<file path="src/design/ampt_pkg.sv">
`timescale 1ns / 1ps
package ampt_pkg;

	localparam int unsigned ID_W   = 6;
	localparam int unsigned DATA_W = 32;
	localparam int unsigned PRI_W  = 16;

	typedef enum logic [2:0] {
		REQ_ADD     = 3'd0,
		REQ_PROMOTE = 3'd1,
		REQ_GET_MAX = 3'd2,
		REQ_POP_MAX = 3'd3,
		REQ_IS_VAL  = 3'd4,
		REQ_GET     = 3'd5,
		REQ_RSVD6   = 3'd6,
		REQ_RSVD7   = 3'd7
	} req_t;

	typedef enum logic [1:0] {
		ST_OK     = 2'd0,
		ST_FULL   = 2'd1,
		ST_BAD_ID = 2'd2,
		ST_EMPTY  = 2'd3
	} status_t;

	typedef struct packed {
		logic [2:0]        req_type;
		logic [ID_W-1:0]   entry_id;
		logic [DATA_W-1:0] payload;
	} req_beat_t;

	typedef struct packed {
		logic [ID_W-1:0]   result_id;
		logic [DATA_W-1:0] result_payload;
		logic [PRI_W-1:0]  result_priority;
		logic              id_live;
		logic [1:0]        status;
	} rsp_beat_t;

	// best-so-far record passed along the cell chain
	typedef struct packed {
		logic              found;
		logic [ID_W-1:0]   id;
		logic [DATA_W-1:0] payload;
		logic [PRI_W-1:0]  pri;
	} best_t;

	// request broadcast to all cells
	typedef struct packed {
		logic              add;
		logic              promote;
		logic              pop;
		logic [ID_W-1:0]   id;
		logic [DATA_W-1:0] payload;
	} cell_cmd_t;

	typedef enum logic [2:0] {
		S_IDLE = 3'b001,
		S_SCAN = 3'b010,
		S_DONE = 3'b100
	} state_t;

endpackage

</file>
<file path="src/design/ampt_cell.sv">
`timescale 1ns / 1ps
module ampt_cell #(
	parameter logic [ampt_pkg::ID_W-1:0] CELL_ID = '0
) (
	input  logic                clk,
	input  logic                arst_n,
	input  ampt_pkg::cell_cmd_t cmd,
	input  ampt_pkg::best_t     best_in,
	output ampt_pkg::best_t     best_out,
	output logic                live,
	output logic [ampt_pkg::DATA_W-1:0] pay,
	output logic [ampt_pkg::PRI_W-1:0]  pri
);

	logic                        live_q;
	logic [ampt_pkg::DATA_W-1:0] pay_q;
	logic [ampt_pkg::PRI_W-1:0]  pri_q;
	logic                        hit;
	ampt_pkg::best_t             best_q;

	assign hit = (cmd.id == CELL_ID);

	// live mark
	always_ff @(posedge clk or negedge arst_n) begin
		if (!arst_n) begin
			live_q <= 1'b0;
		end else if (cmd.add && hit) begin
			live_q <= 1'b1;
		end else if (cmd.pop && hit) begin
			live_q <= 1'b0;
		end
	end

	// payload and priority store
	always_ff @(posedge clk) begin
		if (cmd.add && hit) begin
			pay_q <= cmd.payload;
			pri_q <= '0;
		end else if (cmd.promote && hit && live_q && (pri_q != '1)) begin
			pri_q <= pri_q + 1'b1;
		end
	end

	// max compare into the register handed to the next cell,
	// ties go to the higher id further down the chain
	always_ff @(posedge clk or negedge arst_n) begin
		if (!arst_n) begin
			best_q <= '0;
		end else if (live_q && (!best_in.found || pri_q >= best_in.pri)) begin
			best_q.found   <= 1'b1;
			best_q.id      <= CELL_ID;
			best_q.payload <= pay_q;
			best_q.pri     <= pri_q;
		end else begin
			best_q <= best_in;
		end
	end

	assign best_out = best_q;
	assign live     = live_q;
	assign pay      = pay_q;
	assign pri      = pri_q;

endmodule

</file>
<file path="config.mk">
export PLATFORM = sky130hd
export DESIGN_NAME = ampt_cell
export DESIGN_NICKNAME = d
export VERILOG_FILES = /design/src/design/ampt_pkg.sv /design/src/design/ampt_cell.sv
export SDC_FILE = /design/constraint.sdc
export NUM_CORES = 1
export LEC_CHECK = 0
export BUFFER_PORTS_ARGS = -buffer_cell sky130_fd_sc_hd__clkbuf_2
export CELL_PAD_IN_SITES_DETAIL_PLACEMENT = 0
export CELL_PAD_IN_SITES_GLOBAL_PLACEMENT = 1
export CORE_ASPECT_RATIO = 0.75
export CORE_MARGIN = 5
export CORE_UTILIZATION = 33
export CTS_CLUSTER_SIZE = 10
export DETAILED_ROUTE_END_ITERATION = 16
export PLACE_DENSITY = 0.87
export SYNTH_ARGS = -nofsm -noshare
export SYNTH_HDL_FRONTEND = slang
export SYNTH_SLANG_ARGS = --single-unit
</file>
<file path="constraint.sdc">
create_clock -name clk -period 2.5 [get_ports clk]
set_clock_uncertainty 0.05 [all_clocks]
set_input_delay 0.375 -clock clk [delete_from_list [all_inputs] [get_ports clk]]
set_output_delay 0.375 -clock clk [all_outputs]
set_load 0.02 [all_outputs]
</file>
==> reports/qor.csv <==
stage;metric;value;unit
final_layout;layoutNonFillerInstCount;707;
clock_tree;tritoncts_num_sinks;104;
setup_path;critical_path_class;register to register;
logic_synthesis;synth-adder-area-share;4.81;%
logic_synthesis;postSynthAreaPerCell;14.8;sq um
logic_synthesis;synth-xor-area-share;2.77;%
logic_synthesis;synth_top_family_by_area;multiplexers;
routing;drc_errors;0;
clock_tree;clk_transition_reported_paths;0.07;ns
placed_design;port_buffers;201;
hold_path;min_to;pay[22];
floorplan;y_dimension_of_the_die;110;microns
power_and_ir_drop;net-switching-power;968;uW
global_routing;grt_usage;14.8;%
logic_synthesis;sequential_area_share_after_synthesis;60.7;%
global_routing;via_count_of_the_first_global_routing_pass;3385;
logic_synthesis;ys_warn_count;0;
final_layout;antenna_cells_inserted;0;
routing;drtIter0Drc;152;
floorplan;die_x;144;microns
floorplan;die-area;15800;sq um
power_and_ir_drop;p_leak;2.99;nW
logic_synthesis;muxShareOfSynthArea;16.0;%
global_routing;overflow_left_after_global_routing;0;
routing;detail_route.first_pass.iterations;4;
power_and_ir_drop;power.density_cell_area;616;nW/um^2
sta;finalCritPeriodShare;94.6;%
clock_tree;max-clock-path-buffers;2;
global_routing;grt_first_pass_wirelength;17700;microns
logic_synthesis;net_count_after_synthesis;414;
final_layout;areaGrowthSynthToFinish;39.6;%
placed_design;gp_congestion;0.806;
logic_synthesis;synth-seq-cells;104;
floorplan;design.core.area;13100;sq um
sta;final_max_slew_viol_count;0;
power_and_ir_drop;share_comb_of_total_power;16.6;%
clock_tree;postCtsSetupRepairBufs;0;
clock_tree;clockRootBuffer;sky130_fd_sc_hd__clkbuf_16;
setup_path;regToRegEndpoint;best_out[33];
sta;worst_slew_pin_slew;0.533;ns
sta;fin_tns_setup;0;ns
final_layout;post-route-util;47.3;%
floorplan;boundaryPins;202;
routing;drt-total-wl;12200;microns
routing;post_drt_wl_per_cell;17.3;microns
power_and_ir_drop;p_int;2.83;mW
clock_tree;ctsHtreeMaxLevel;3;
hold_path;timing.hold.worst_path_depth;1;
placed_design;place_worst_setup_slack;-0.163;ns
clock_tree;worstSkewPairLatency;0.34;ns
setup_path;worst-r2r-cell-count;8;
logic_synthesis;ys_types;41;
logic_synthesis;synth_area;4420;sq um
logic_synthesis;synth_compound_gate_area_share;3.85;%
setup_path;cp_data_required_time;2.68;ns
power_and_ir_drop;share_clk_of_total_power;34.4;%
setup_path;start_kind;register;
sta;highest_clock_frequency_the_design_can_meet;0.423;GHz
sta;report.final.setup_viol;0;
floorplan;rows;36;
logic_synthesis;netlist_instances;299;
logic_synthesis;synth-simple-area-share;8.40;%
sta;maxSlewHeadroom;63.5;%
final_layout;layout.filler_cells;1201;
power_and_ir_drop;power.share.switching;25.5;%
power_and_ir_drop;max-vdd-ir-drop;494;uV
sta;timing_hold_violations_final;0;
logic_synthesis;leading_post_synthesis_cells_by_cell_area;sky130_fd_sc_hd__dfrtp_1 (32%), sky130_fd_sc_hd__edfxtp_1 (22%), sky130_fd_sc_hd__mux2_4 (14%), sky130_fd_sc_hd__dfxtp_1 (7.2%), sky130_fd_sc_hd__ha_1 (4.8%);
final_layout;nets;646;
flow_run;drv.max_cap_violation_count;0;
setup_path;timing.critical_path.fanout_max;9;
routing;avg_vias_per_cell;4.55;
global_routing;antenna_found_initial;0;
setup_path;worst_path_largest_cell_delay;0.53;ns
logic_synthesis;synthMostInstantiatedCell;sky130_fd_sc_hd__dfrtp_1;
logic_synthesis;number_of_flops_mapped_to_enable_cells_by_yosys;32;
sta;setup_repair_after_global_routing_missed_its_margin;false;
placed_design;placedCellCount;687;
logic_synthesis;yosysTopAreaCell;sky130_fd_sc_hd__dfrtp_1;
global_routing;largest_net_degree_at_the_start_of_global_routing;26;
routing;ant_nets;0;
final_layout;final_layout_size_suffix_gt1_share;56.0;%
hold_path;timing.hold.worst.class;primary input to register;
placed_design;post-dp-hpwl;9720;microns
sta;post_route_setup_slack;0.134;ns
setup_path;setup.reg_to_reg.worst_slack;0.13;ns
setup_path;worstReg2RegStart;pri[0];
logic_synthesis;synth_commonest_cells;sky130_fd_sc_hd__dfrtp_1 (56), sky130_fd_sc_hd__mux2_4 (42), sky130_fd_sc_hd__edfxtp_1 (32);
sta;timing.final.crit_period;2.37;ns
hold_path;hold_path_origin;cmd[22];
logic_synthesis;yosysTopAreaCellShare;31.7;%
clock_tree;cts_tree;built;
setup_path;cell_chain_critical_path;inv_1 > ha_1 > nand2b_4 > a2111oi_4 > nor3_2 > o41a_4 > clkbuf_16 > mux2_4;
clock_tree;numCtsBuffers;9;
outcome;run_status;finished, final reports clean;
setup_path;critPathSlowestCell;sky130_fd_sc_hd__o41a_4;
routing;dr_total_vias;3218;
setup_path;endpoint_kind;register;
logic_synthesis;async_sr_flop_fraction;53.8;%
power_and_ir_drop;pwr-share-seq;49.0;%
logic_synthesis;ys_dominant_reg_cell;sky130_fd_sc_hd__dfrtp_1;
setup_path;timing.critical_path.arrival;2.54;ns
floorplan;initial_utilization;33.9;%
[cells in the final DEF (no fill, tap or decap), types with 4 or more instances in the layout]
| master | instances |
|---|---|
| sky130_fd_sc_hd__a211oi_1 | 4 |
| sky130_fd_sc_hd__a21oi_1 | 4 |
| sky130_fd_sc_hd__buf_4 | 23 |
| sky130_fd_sc_hd__clkbuf_16 | 12 |
| sky130_fd_sc_hd__clkbuf_2 | 201 |
| sky130_fd_sc_hd__dfrtp_1 | 56 |
| sky130_fd_sc_hd__dfxtp_1 | 15 |
| sky130_fd_sc_hd__edfxtp_1 | 32 |
| sky130_fd_sc_hd__ha_1 | 17 |
| sky130_fd_sc_hd__inv_1 | 19 |
| sky130_fd_sc_hd__mux2_4 | 42 |
| sky130_fd_sc_hd__nand2_1 | 6 |
| sky130_fd_sc_hd__nand3_1 | 6 |
| sky130_fd_sc_hd__nand4_1 | 6 |
| sky130_fd_sc_hd__nor2_1 | 17 |
| sky130_fd_sc_hd__nor2b_1 | 7 |
| sky130_fd_sc_hd__nor3_1 | 5 |
| sky130_fd_sc_hd__nor4_1 | 6 |
| sky130_fd_sc_hd__xnor2_1 | 14 |
[power groups by stage]
stage	registers, mW	clock network (mW)	logic (mW)
floorplan	2.01	0	0.241
detailed placement	1.90	0	0.603
global route	1.87	1.41	0.675
global placement	1.90	0	0.589
finish	1.86	1.31	0.630
CTS	1.86	1.35	0.607
[state kept, by name, indices dropped and copies added (netlist names)]
signal and cells:
live 1, best_out 55, pay 32, pri 16
[area by class of cell]
| type | instances | area (sq um) | area share, % |
|---|---|---|---|
| Multi-Input combinational cell | 166 | 1600 | 25.9 |
| Inverter | 19 | 71.3 | 1.16 |
| Clock inverter | 7 | 56.3 | 0.912 |
| Tap cell | 171 | 214 | 3.47 |
| Sequential cell | 104 | 2680 | 43.5 |
| Timing Repair Buffer | 231 | 1320 | 21.4 |
| Clock buffer | 9 | 225 | 3.65 |
[routing by layer]
metal | vias up | wire length [microns] | share of wire (%) | track usage (%)
li1 | 1526 | - | - | -
met1 | 1547 | 5030 | 41 | 17.7
met2 | 132 | 5850 | 48 | 25.2
met3 | 13 | 1200 | 9.8 | 5.65
met4 | 0 | 150 | 1.2 | 4.10
met5 | - | 0 | 0 | 0
[per-stage QoR]
stage | area, sq um | total power [mW] | hold WS, ns
CTS | 6080 | 3.82 | 0.134
floorplan | 4430 | 2.25 | 0.0294
global placement | 5790 | 2.49 | 0.322
detailed placement | 5790 | 2.50 | 0.326
finish | 6170 | 3.80 | 0.153
global route | 6170 | 3.96 | 0.132
[how the worst max path moves through the flow]
| stage | startpoint | end | slack, ns |
|---|---|---|---|
| 6_report | pri[0] | best_out[33] | 0.13 |
| 3_5_place_dp | best_in[6] | best_out[2] | -0.16 |
| 3_3_place_gp | best_in[6] | best_out[1] | -0.06 |
| 2_1_floorplan | pri[7] | best_out[10] | 0.02 |
| 4_1_cts | pri[6] | best_out[2] | 0.03 |
| 5_1_grt | pri[0] | best_out[2] | 0.04 |
[worst max-delay path, delay by kind of cell (launching register included)]
family,cells,cell delay (ns)
AO/OA/AOI/OAI,2,0.83
adder cells (fa/ha/maj),1,0.26
buffers and inverters,2,0.25
flip-flops,1,0.33
multiplexers,1,0.30
AND/OR/NAND/NOR,2,0.23
[timing repair]
item / CTS / global route
endpoints found under the hold margin: 14 / 0
hold buffers: 1 / 0
gates resized for setup: 0 / 2
setup endpoints to repair: 0 / 32
[cells by family after synthesis]
| family | after synthesis |
|---|---|
| muxes | 49 |
| and+or+nand+nor | 66 |
| adders and majority gates | 17 |
| xor gates and xnor gates | 14 |
| DFF | 104 |
| buffers and inverters | 29 |
| AOI/OAI and AO/OA | 20 |
(Power assumes the default switching activity.)
